**src/hdl/pwlgm_pkg.sv**
```systemverilog
// ============================================================================
// Piecewise-linear gauge map package
// Shared widths, codes, register defaults and the controller state type.
// ============================================================================
package pwlgm_pkg;

    // Payload widths.
    localparam int IN_W    = 24;   // signed readings, 8 fraction bits
    localparam int OUT_W   = 16;   // unsigned volts, 12 fraction bits
    localparam int PIDX_W  = 4;    // breakpoint position of a load beat
    localparam int CNT_W   = 5;    // breakpoint count registers

    // Divider: the quotient never exceeds the output span, so one step per
    // output bit is enough.
    localparam int DIV_STEPS = OUT_W;
    localparam int DIV_CNT_W = $clog2(DIV_STEPS);

    // Configuration port.
    localparam int DATA_W       = 32;
    localparam int PADDR_W      = 3;
    localparam int REG_ADDR_LSB = 2;

    localparam logic REG_T0_POINTS = 1'b0;
    localparam logic REG_T1_POINTS = 1'b1;

    localparam logic [CNT_W-1:0] T0_POINTS_RST = 5'd15;
    localparam logic [CNT_W-1:0] T1_POINTS_RST = 5'd8;

    // Beat codes.
    localparam logic MODE_LOAD   = 1'b0;
    localparam logic MODE_LOOKUP = 1'b1;

    typedef enum logic [2:0] {
        S_IDLE,
        S_WALK,
        S_MUL,
        S_DIV,
        S_DONE
    } t_state;

endpackage

```
**src/hdl/pwlgm_in_if.sv**
```systemverilog
// ============================================================================
// Piecewise-linear gauge map input channel
// Valid/ready channel carrying one load or lookup beat.
// ============================================================================
interface pwlgm_in_if;
    import pwlgm_pkg::*;

    logic                     valid;
    logic                     ready;
    logic                     mode;
    logic                     table_select;
    logic [PIDX_W-1:0]        point_index;
    logic signed [IN_W-1:0]   point_input;
    logic [OUT_W-1:0]         point_output;
    logic signed [IN_W-1:0]   sample_value;

    modport source (
        output valid, mode, table_select, point_index, point_input, point_output,
               sample_value,
        input  ready
    );

    modport sink (
        input  valid, mode, table_select, point_index, point_input, point_output,
               sample_value,
        output ready
    );

endinterface

```
**src/hdl/pwlgm_out_if.sv**
```systemverilog
// ============================================================================
// Piecewise-linear gauge map result channel
// Valid/ready channel carrying one interpolated gauge voltage.
// ============================================================================
interface pwlgm_out_if;
    import pwlgm_pkg::*;

    logic              valid;
    logic              ready;
    logic [OUT_W-1:0]  gauge_volts;

    modport source (
        output valid, gauge_volts,
        input  ready
    );

    modport sink (
        input  valid, gauge_volts,
        output ready
    );

endinterface

```
**src/hdl/piecewise_linear_gauge_map.sv**
```systemverilog
// ============================================================================
// Piecewise-linear gauge map
// Maps a sensor reading to a gauge drive voltage through one of up to two
// calibration tables of ascending breakpoints held in a synchronous memory.
// ============================================================================
//
//  Channel    Direction  Handshake              Beat contents
//  ---------  ---------  ---------------------  -------------------------------
//  i_in       in         valid/ready            load or lookup request
//  o_out      out        valid/ready            gauge_volts, one per lookup
//  APB        in/out     psel/penable, pready   breakpoint counts per table
//
//  A load beat is written into the breakpoint memory in the cycle it is
//  accepted, and the next beat can be taken in the following cycle.
//  A lookup walks the table one breakpoint per cycle through the memory read
//  port until a breakpoint closes the segment or the last one is read, then,
//  when it interpolates, runs one multiply and 16 divide steps; the next beat
//  is taken only once the result has left the done state.
//  Reset (synchronous, active low) idles the controller, empties the output
//  register and loads the default counts; the memory itself is not cleared.
//  A stalled output holds its result while the next beat is already accepted;
//  a second finished result waits in the done state until the first is taken.
//
module piecewise_linear_gauge_map #(
    parameter int MAX_POINTS = 16,
    parameter int NUM_TABLES = 2
) (
    input  logic                             i_clk,
    input  logic                             i_rst_n,
    input  logic                             psel,
    input  logic                             penable,
    input  logic                             pwrite,
    input  logic [pwlgm_pkg::PADDR_W-1:0]    paddr,
    input  logic [pwlgm_pkg::DATA_W-1:0]     pwdata,
    output logic [pwlgm_pkg::DATA_W-1:0]     prdata,
    output logic                             pready,
    pwlgm_in_if.sink                         i_in,
    pwlgm_out_if.source                      o_out
);
    import pwlgm_pkg::*;

    // One memory holds every table back to back; each entry packs the
    // breakpoint input above its output.
    localparam int DEPTH  = NUM_TABLES * MAX_POINTS;
    localparam int ADDR_W = $clog2(DEPTH);
    localparam int PI_W   = $clog2(MAX_POINTS);
    localparam int MEM_W  = IN_W + OUT_W;

    logic [MEM_W-1:0] r_mem [DEPTH];
    logic [MEM_W-1:0] r_rd;

    // Configuration registers.
    logic [CNT_W-1:0] r_t0_points;
    logic [CNT_W-1:0] r_t1_points;

    // Controller and working registers.
    t_state                 r_state, n_state;
    logic signed [IN_W-1:0] r_x;
    logic [ADDR_W-1:0]      r_base;
    logic [PI_W-1:0]        r_idx;
    logic [PI_W-1:0]        r_last;
    logic signed [IN_W-1:0] r_x0;
    logic [OUT_W-1:0]       r_y0;
    logic [OUT_W-1:0]       r_res;
    logic                   r_interp;
    logic [IN_W-1:0]        r_dx;
    logic [OUT_W-1:0]       r_dy_abs;
    logic                   r_neg;
    logic [IN_W-1:0]        r_span;
    logic [IN_W-1:0]        r_rem;
    logic [OUT_W-1:0]       r_quo;
    logic [DIV_CNT_W-1:0]   r_cnt;
    logic                   r_out_valid;
    logic [OUT_W-1:0]       r_out_volts;

    // Accept-side decode.
    logic                   table_sat;
    logic [CNT_W-1:0]       acc_count;
    logic [PI_W-1:0]        acc_last;
    logic [ADDR_W-1:0]      acc_base;
    logic                   load_ok;
    logic [ADDR_W-1:0]      wr_addr;

    // Walk-side decode.
    logic signed [IN_W-1:0] rd_in;
    logic [OUT_W-1:0]       rd_out;
    logic                   hit;
    logic                   at_last;
    logic signed [IN_W:0]   span;
    logic [IN_W:0]          dx_full;
    logic signed [OUT_W:0]  dy;
    logic [OUT_W:0]         dy_mag;
    logic                   use_div;

    // Divider step and result assembly.
    logic [IN_W:0]          div_trial;
    logic                   div_ge;
    logic [IN_W:0]          div_diff;
    logic [IN_W+OUT_W-1:0]  product;
    logic [OUT_W-1:0]       final_volts;

    // Controls from the state machine.
    logic                   in_ready;
    logic                   mem_we;
    logic                   out_load;
    logic [ADDR_W-1:0]      rd_addr;

    function automatic logic signed [IN_W-1:0] rd_in_of(input logic [MEM_W-1:0] w);
        rd_in_of = w[MEM_W-1:OUT_W];
    endfunction

    // ------------------------------------------------------------------
    // Configuration port. Only the register-select bit of the address is
    // decoded, so every write lands in one of the two counts.
    // ------------------------------------------------------------------
    assign pready = 1'b1;

    always_comb begin
        case (paddr[REG_ADDR_LSB])
            REG_T0_POINTS: prdata = DATA_W'(r_t0_points);
            REG_T1_POINTS: prdata = DATA_W'(r_t1_points);
            default:       prdata = '0;
        endcase
    end

    always_ff @(posedge i_clk) begin
        if (!i_rst_n) begin
            r_t0_points <= T0_POINTS_RST;
            r_t1_points <= T1_POINTS_RST;
        end else if (psel && penable && pwrite && pready) begin
            case (paddr[REG_ADDR_LSB])
                REG_T0_POINTS: r_t0_points <= pwdata[CNT_W-1:0];
                REG_T1_POINTS: r_t1_points <= pwdata[CNT_W-1:0];
                default: ;
            endcase
        end
    end

    // ------------------------------------------------------------------
    // Accept-side decode. A table select past the last table saturates to
    // it; table zero has its own count and table one has the second. A
    // count of zero acts as one and a count above the table size acts as
    // the table size.
    // ------------------------------------------------------------------
    assign table_sat = (NUM_TABLES > 1) ? i_in.table_select : 1'b0;
    assign acc_base  = table_sat ? ADDR_W'(MAX_POINTS) : '0;
    assign acc_count = table_sat ? r_t1_points : r_t0_points;

    always_comb begin
        if (acc_count == '0) begin
            acc_last = '0;
        end else if (int'(acc_count) > MAX_POINTS) begin
            acc_last = PI_W'(MAX_POINTS - 1);
        end else begin
            acc_last = PI_W'(acc_count - CNT_W'(1));
        end
    end

    // A load beat aimed past the end of its table is dropped.
    assign load_ok = int'(i_in.point_index) < MAX_POINTS;
    assign wr_addr = acc_base + ADDR_W'(i_in.point_index);

    // ------------------------------------------------------------------
    // Walk-side decode. The read data is the breakpoint at r_idx; the one
    // before it sits in r_x0/r_y0. The first breakpoint not below the
    // sample closes the segment.
    // ------------------------------------------------------------------
    assign rd_in   = rd_in_of(r_rd);
    assign rd_out  = r_rd[OUT_W-1:0];
    assign hit     = r_x <= rd_in;
    assign at_last = r_idx == r_last;
    assign span    = (IN_W+1)'(rd_in) - (IN_W+1)'(r_x0);
    assign dx_full = (IN_W+1)'(r_x) - (IN_W+1)'(r_x0);
    assign dy      = $signed({1'b0, rd_out}) - $signed({1'b0, r_y0});
    assign dy_mag  = dy[OUT_W] ? (OUT_W+1)'(-dy) : (OUT_W+1)'(dy);
    assign use_div = (r_idx != '0) && (span > 0);

    // Restoring divide step: the remainder always stays below the span.
    assign div_trial = {r_rem, r_quo[OUT_W-1]};
    assign div_ge    = div_trial >= {1'b0, r_span};
    assign div_diff  = div_trial - {1'b0, r_span};

    assign product = r_dx * r_dy_abs;

    // Truncation toward zero comes from dividing magnitudes.
    assign final_volts = !r_interp ? r_res :
                         (r_neg ? r_y0 - r_quo : r_y0 + r_quo);

    // ------------------------------------------------------------------
    // State machine.
    // ------------------------------------------------------------------
    always_ff @(posedge i_clk) begin
        if (!i_rst_n) begin
            r_state <= S_IDLE;
        end else begin
            r_state <= n_state;
        end
    end

    always_comb begin
        n_state  = r_state;
        in_ready = 1'b0;
        mem_we   = 1'b0;
        out_load = 1'b0;
        rd_addr  = r_base + ADDR_W'(r_idx);
        case (r_state)
            S_IDLE: begin
                in_ready = 1'b1;
                rd_addr  = acc_base;
                if (i_in.valid) begin
                    if (i_in.mode == MODE_LOOKUP) begin
                        n_state = S_WALK;
                    end else begin
                        mem_we = load_ok;
                    end
                end
            end
            S_WALK: begin
                // Fetch the next breakpoint speculatively.
                if (!at_last) begin
                    rd_addr = r_base + ADDR_W'(r_idx) + ADDR_W'(1);
                end
                if (hit) begin
                    n_state = use_div ? S_MUL : S_DONE;
                end else if (at_last) begin
                    n_state = S_DONE;
                end
            end
            S_MUL: begin
                n_state = S_DIV;
            end
            S_DIV: begin
                if (r_cnt == '0) begin
                    n_state = S_DONE;
                end
            end
            S_DONE: begin
                if (!r_out_valid || o_out.ready) begin
                    out_load = 1'b1;
                    n_state  = S_IDLE;
                end
            end
            default: begin
                n_state = S_IDLE;
            end
        endcase
    end

    assign i_in.ready = in_ready;

    // ------------------------------------------------------------------
    // Breakpoint memory: one write port for load beats, one registered
    // read port for the walk. Only one beat is in flight, so a read can meet a
    // write of the same entry only during a load beat, whose read is unused.
    // ------------------------------------------------------------------
    always_ff @(posedge i_clk) begin
        r_rd <= r_mem[rd_addr];
        if (mem_we) begin
            r_mem[wr_addr] <= {i_in.point_input, i_in.point_output};
        end
    end

    // ------------------------------------------------------------------
    // Datapath registers.
    // ------------------------------------------------------------------
    always_ff @(posedge i_clk) begin
        case (r_state)
            S_IDLE: begin
                if (i_in.valid) begin
                    r_x    <= i_in.sample_value;
                    r_base <= acc_base;
                    r_last <= acc_last;
                    r_idx  <= '0;
                end
            end
            S_WALK: begin
                r_res    <= rd_out;
                r_interp <= hit && use_div;
                r_dx     <= dx_full[IN_W-1:0];
                r_dy_abs <= dy_mag[OUT_W-1:0];
                r_neg    <= dy[OUT_W];
                r_span   <= span[IN_W-1:0];
                if (!hit && !at_last) begin
                    r_x0  <= rd_in;
                    r_y0  <= rd_out;
                    r_idx <= r_idx + PI_W'(1);
                end
            end
            S_MUL: begin
                // The product stays below span * 2^16, so its upper part
                // seeds the remainder and its lower part the dividend bits.
                r_rem <= product[IN_W+OUT_W-1:OUT_W];
                r_quo <= product[OUT_W-1:0];
                r_cnt <= '1;
            end
            S_DIV: begin
                r_rem <= div_ge ? div_diff[IN_W-1:0] : div_trial[IN_W-1:0];
                r_quo <= {r_quo[OUT_W-2:0], div_ge};
                r_cnt <= r_cnt - DIV_CNT_W'(1);
            end
            default: ;
        endcase
    end

    // ------------------------------------------------------------------
    // Output register.
    // ------------------------------------------------------------------
    always_ff @(posedge i_clk) begin
        if (!i_rst_n) begin
            r_out_valid <= 1'b0;
        end else if (out_load) begin
            r_out_valid <= 1'b1;
        end else if (o_out.ready) begin
            r_out_valid <= 1'b0;
        end
    end

    always_ff @(posedge i_clk) begin
        if (out_load) begin
            r_out_volts <= final_volts;
        end
    end

    assign o_out.valid       = r_out_valid;
    assign o_out.gauge_volts = r_out_volts;

    // ------------------------------------------------------------------
    // Assertions.
    // ------------------------------------------------------------------
    a_walk_in_range: assert property (@(posedge i_clk) disable iff (!i_rst_n)
        (r_state == S_WALK) |-> (r_idx <= r_last))
        else $error("breakpoint walk ran past the last breakpoint in use");

    a_rem_below_span: assert property (@(posedge i_clk) disable iff (!i_rst_n)
        (r_state == S_DIV) |-> (r_rem < r_span))
        else $error("divider remainder not below the span");

    a_lookup_starts_walk: assert property (@(posedge i_clk) disable iff (!i_rst_n)
        (i_in.valid && in_ready && i_in.mode == MODE_LOOKUP) |=> (r_state == S_WALK))
        else $error("accepted lookup did not start a walk");

    a_load_stays_idle: assert property (@(posedge i_clk) disable iff (!i_rst_n)
        (i_in.valid && in_ready && i_in.mode == MODE_LOAD) |=> (r_state == S_IDLE))
        else $error("load beat left the idle state");

    a_done_delivers: assert property (@(posedge i_clk) disable iff (!i_rst_n)
        (r_state == S_DONE && !r_out_valid) |=> (r_out_valid && r_state == S_IDLE))
        else $error("finished result not moved into the output register");

endmodule
```
**src/flat_wrapper.sv**
```systemverilog
// flat-port wrapper written by rule: the top's interface ports become plain ports
module piecewise_linear_gauge_map_flat import pwlgm_pkg::*;
#(
    parameter int MAX_POINTS = 16,
    parameter int NUM_TABLES = 2
)
  (i_clk, i_rst_n, psel, penable, pwrite, paddr, pwdata, prdata, pready, i_in_valid, i_in_mode, i_in_table_select, i_in_point_index, i_in_point_input, i_in_point_output, i_in_sample_value, i_in_ready, o_out_valid, o_out_gauge_volts, o_out_ready);
  pwlgm_in_if i_in_i ();
  pwlgm_out_if o_out_i ();
  input  logic i_clk;
  input  logic i_rst_n;
  input  logic psel;
  input  logic penable;
  input  logic pwrite;
  input  logic [pwlgm_pkg::PADDR_W-1:0] paddr;
  input  logic [pwlgm_pkg::DATA_W-1:0] pwdata;
  output logic [pwlgm_pkg::DATA_W-1:0] prdata;
  output logic pready;
  input wire logic [$bits(i_in_i.valid)-1:0] i_in_valid;
  input wire logic [$bits(i_in_i.mode)-1:0] i_in_mode;
  input wire logic [$bits(i_in_i.table_select)-1:0] i_in_table_select;
  input wire logic [$bits(i_in_i.point_index)-1:0] i_in_point_index;
  input wire logic [$bits(i_in_i.point_input)-1:0] i_in_point_input;
  input wire logic [$bits(i_in_i.point_output)-1:0] i_in_point_output;
  input wire logic [$bits(i_in_i.sample_value)-1:0] i_in_sample_value;
  output wire logic [$bits(i_in_i.ready)-1:0] i_in_ready;
  output wire logic [$bits(o_out_i.valid)-1:0] o_out_valid;
  output wire logic [$bits(o_out_i.gauge_volts)-1:0] o_out_gauge_volts;
  input wire logic [$bits(o_out_i.ready)-1:0] o_out_ready;
  assign i_in_i.valid = i_in_valid;
  assign i_in_i.mode = i_in_mode;
  assign i_in_i.table_select = i_in_table_select;
  assign i_in_i.point_index = i_in_point_index;
  assign i_in_i.point_input = i_in_point_input;
  assign i_in_i.point_output = i_in_point_output;
  assign i_in_i.sample_value = i_in_sample_value;
  assign i_in_ready = i_in_i.ready;
  assign o_out_valid = o_out_i.valid;
  assign o_out_gauge_volts = o_out_i.gauge_volts;
  assign o_out_i.ready = o_out_ready;
  piecewise_linear_gauge_map #(.MAX_POINTS(MAX_POINTS), .NUM_TABLES(NUM_TABLES)) u_core (.i_clk(i_clk), .i_rst_n(i_rst_n), .psel(psel), .penable(penable), .pwrite(pwrite), .paddr(paddr), .pwdata(pwdata), .prdata(prdata), .pready(pready), .i_in(i_in_i), .o_out(o_out_i));
endmodule
```
**config.mk**
```make
export PLATFORM = sky130hd
export DESIGN_NAME = piecewise_linear_gauge_map_flat
export DESIGN_NICKNAME = d
export VERILOG_FILES = /design/src/hdl/pwlgm_pkg.sv /design/src/hdl/pwlgm_in_if.sv /design/src/hdl/pwlgm_out_if.sv /design/src/hdl/piecewise_linear_gauge_map.sv /design/src/flat_wrapper.sv
export SDC_FILE = /design/constraint.sdc
export NUM_CORES = 2
export LEC_CHECK = 0
export ABC_AREA = 1
export CAP_MARGIN = 20
export CORE_UTILIZATION = 40
export CTS_BUF_LIST = sky130_fd_sc_hd__clkbuf_8
export CTS_CLUSTER_SIZE = 16
export DETAILED_ROUTE_END_ITERATION = 16
export DONT_BUFFER_PORTS = 1
export SLEW_MARGIN = 15
export SYNTH_ARGS = -nofsm -noshare
export SYNTH_HDL_FRONTEND = slang
export SYNTH_SLANG_ARGS = --single-unit
```
**constraint.sdc**
```tcl
create_clock -name i_clk -period 17 [get_ports i_clk]
set_input_delay 4.25 -clock i_clk [delete_from_list [all_inputs] [get_ports i_clk]]
set_output_delay 4.25 -clock i_clk [all_outputs]
set_load 0.05 [all_outputs]
```
==> key figures <==
Status
  – Status: finished clean

Clock tree
  – Sink Count: 1549
  – Inserted Clock Buffers: 237
  – Worst-path clk slew: 60 ps
  – Htree depth: 4
  – Clk_lat worst skew: 970 ps
  – CTS tree: yes
  – Hold Buf Count CTS: 0
  – CTS Root Buffer Type: clkbuf_8
  – Max clock buf depth: 3
  – Post-CTS sizing: 0
  – Post-CTS Setup Bufs: 0

Timing
  – Slew Limit Fails: 0
  – Number of setup violations in the final report: 0
  – Endpoints failing hold: 0
  – F_max: 0.108 GHz
  – Final period utilization: 0.543
  – RSZ-0062 raised after global routing: false
  – Minimum clock period: 9230 ps
  – Relative slew margins: 0.234
  – Setup TNS Final: 0 ps
  – Final Skew: 48.2 ps
  – Slew @ Worst Pin: 1150 ps

Floorplanning
  – Ports: 163
  – Initial Utilization: 0.402
  – Die W: 453 µm
  – Core area: 202000 µm²
  – Die height: 453 µm
  – Die Area: 205000 µm²
  – Core Rows: 165

Final layout
  – Layout area overhead: 8.79%
  – Filler cell count: 19000
  – Layout cells sized above 1: 0.0580
  – Nets@finish: 8380

Setup path
  – WP buf/inv: 0
  – CP required: 12750 ps
  – CP delay by family, top: compound AO/OA/AOI/OAI gates
  – Max incr delay on CP: 730 ps
  – R2R cell count: 22
  – CP max stage cell: o21ai_1
  – WP data arrival: 4980 ps
  – CP Class: in -> out
  – RR Endpoint: u_core.r_rem[17]
  – Cell Chain, Critical Path: o21ai_1
  – CP startpoint kind: primary input
  – Worst setup EP type: output port
  – Critical R2R Launch: u_core.r_dy_abs[7]
  – CP Max Fanout: 12
  – Reg-to-reg setup timing slack: 9650 ps

Routing
  – Drt pass-1 iters: 6
  – ANT nets after route: 0
  – DR vias/cell: 5.08
  – DRT iter0 DRCs: 4257
  – Via count: 53800
  – Routed WL per cell: 19.6 µm
  – DRC violations left: 0
  – Drt total wl: 207000 µm

Logic synthesis
  – Asr flop ratio synth: 0
  – Synth Flop Type: edfxtp_1
  – Mapped Area: 81300 µm²
  – Yosys top cell by area: edfxtp_1
  – Share of the synthesized area in the top cell type: 0.552
  – Post-synth EDFFs: 1495
  – Synth Register Bits: 1549
  – Yosys warnings: 0
  – Syn Inst Count: 7753
  – Avg Inst Size Synth: 10.5 µm²
  – Seq/Total Area, Yosys: 0.565
  – Synth top area cells: edfxtp_1, fa_1, inv_1
  – Synth cell types: 54

GRT
  – Initial antenna violation count: 11
  – First-pass GRT wire length: 316000 µm
  – Grt total ovfl: 0
  – Vias in the first global route: 52900
  – GRT Util Overall: 0.202
  – Largest net degree at the start of global routing: 211

Hold path
  – Hold path start: u_core.r_rd[0]
  – Hold depth: 0
  – Hold crit path type: reg -> reg
  – Hold EP: u_core.r_res[0]

Placed design
  – RD Place Congestion: 0.925
  – IO Port Bufs: 0
  – Half-perimeter wire length after detailed placement: 129000 µm

Flow run
  – Max-cap violations: 0
==> synth_stat cells (all sizes together) (184+ instances only) <==
cell type / instances
clkbuf: 184
buf: 216
inv: 1516
nand2: 1264
o211ai: 329
a21oi: 488
nand3: 622
edfxtp: 1495
ha: 245
o21ai: 487
fa: 311
nor2: 218
==> metal layers <==
metal	GRT usage	part of all wire
met2	0.353	0.50
met1	0.254	0.42
met5	0	0.000096
met3	0.0304	0.052
met4	0.0672	0.027
==> final cells by class <==
class	instances	area [µm²]	area share
sequential	1549	46000	0.520
timing repair buffer	94	821	0.00928
clock inverter	186	923	0.0104
multi-input combinational	4312	28200	0.319
clock buffer	255	3510	0.0397
tap	2672	3340	0.0378
inverter	1518	5710	0.0645
antenna	6	15.0	0.000170
==> cell families (layout without fill, tap and decap cells) <==
group	count (synthesis)	after routing	synth area share
buffers and inverters	1918	2053	0.0930
other	2	34	0.0000923
multiplexers	1	1	0.000123
XOR/XNOR	118	118	0.0127
adder cells (fa/ha/maj)	556	556	0.114
AND/OR/NAND/NOR	2185	2185	0.113
AO/OA/AOI/OAI	1424	1424	0.101
flip-flops	1549	1549	0.565
==> worst max path at each step <==
stage                        start   endpoint  cells past startpoint
after global placement    paddr[2]  prdata[3]                      1
after detailed placement  paddr[2]  prdata[1]                      1
after floorplan           paddr[2]  prdata[0]                      2
after global routing      paddr[2]  prdata[3]                      1
final                     paddr[2]  prdata[1]                      1
after CTS                 paddr[2]  prdata[3]                      1
==> state kept, by name, indices dropped and copies added, names as in the netlist <==
signal                    cells
u_core.o_out.gauge_volts     16
u_core.o_out.valid            1
u_core.r_base                 1
u_core.r_cnt                  4
u_core.r_dx                  24
u_core.r_dy_abs              16
u_core.r_idx                  4
u_core.r_interp               1
u_core.r_last                 4
u_core.r_mem               1280
u_core.r_neg                  1
u_core.r_quo                 16
u_core.r_rd                  40
u_core.r_rem                 24
u_core.r_res                 16
u_core.r_span                24
u_core.r_state                3
u_core.r_t0_points            5
u_core.r_t1_points            5
u_core.r_x                   24
u_core.r_x0                  24
u_core.r_y0                  16
==> metrics by stage <==
step | setup WS [ps] | instance area, µm² | hold WS (ps) | utilization | cells
after floorplan | 7210 | 81400 | 426 | - | 7779
after global placement | 7770 | 83900 | 444 | 0.415 | 10100
after detailed placement | 7770 | 84000 | 452 | 0.415 | 10100
after CTS | 7770 | 88400 | 467 | 0.437 | 10600
after global routing | 7760 | 88500 | 484 | 0.438 | 10600
final | 7770 | 88500 | 465 | 0.438 | 10600
==> cells in the final DEF (no fill, tap or decap), types with 7 or more instances in the layout <==
master	count
inv_1	1613
edfxtp_1	1495
nand2_1	1262
nand3_1	621
a21oi_1	487
o211ai_1	329
fa_1	311
clkbuf_8	256
o21ai_0	250
ha_1	245
o21ai_1	234
nor2_1	181
buf_4	83
xor2_1	79
dfxtp_1	54
o21a_1	46
xnor2_1	39
nor2_4	35
clkinv_1	35
clkinv_2	29
conb_1	28
nor3_1	27
nand4_1	23
a31oi_1	18
o21bai_1	17
nand3b_1	13
a21o_1	13
or2_2	8
inv_2	7
a21boi_0	7
Power is not shown: default switching activity piles up to over one toggle a cycle in this logic, so the estimate is an artifact.
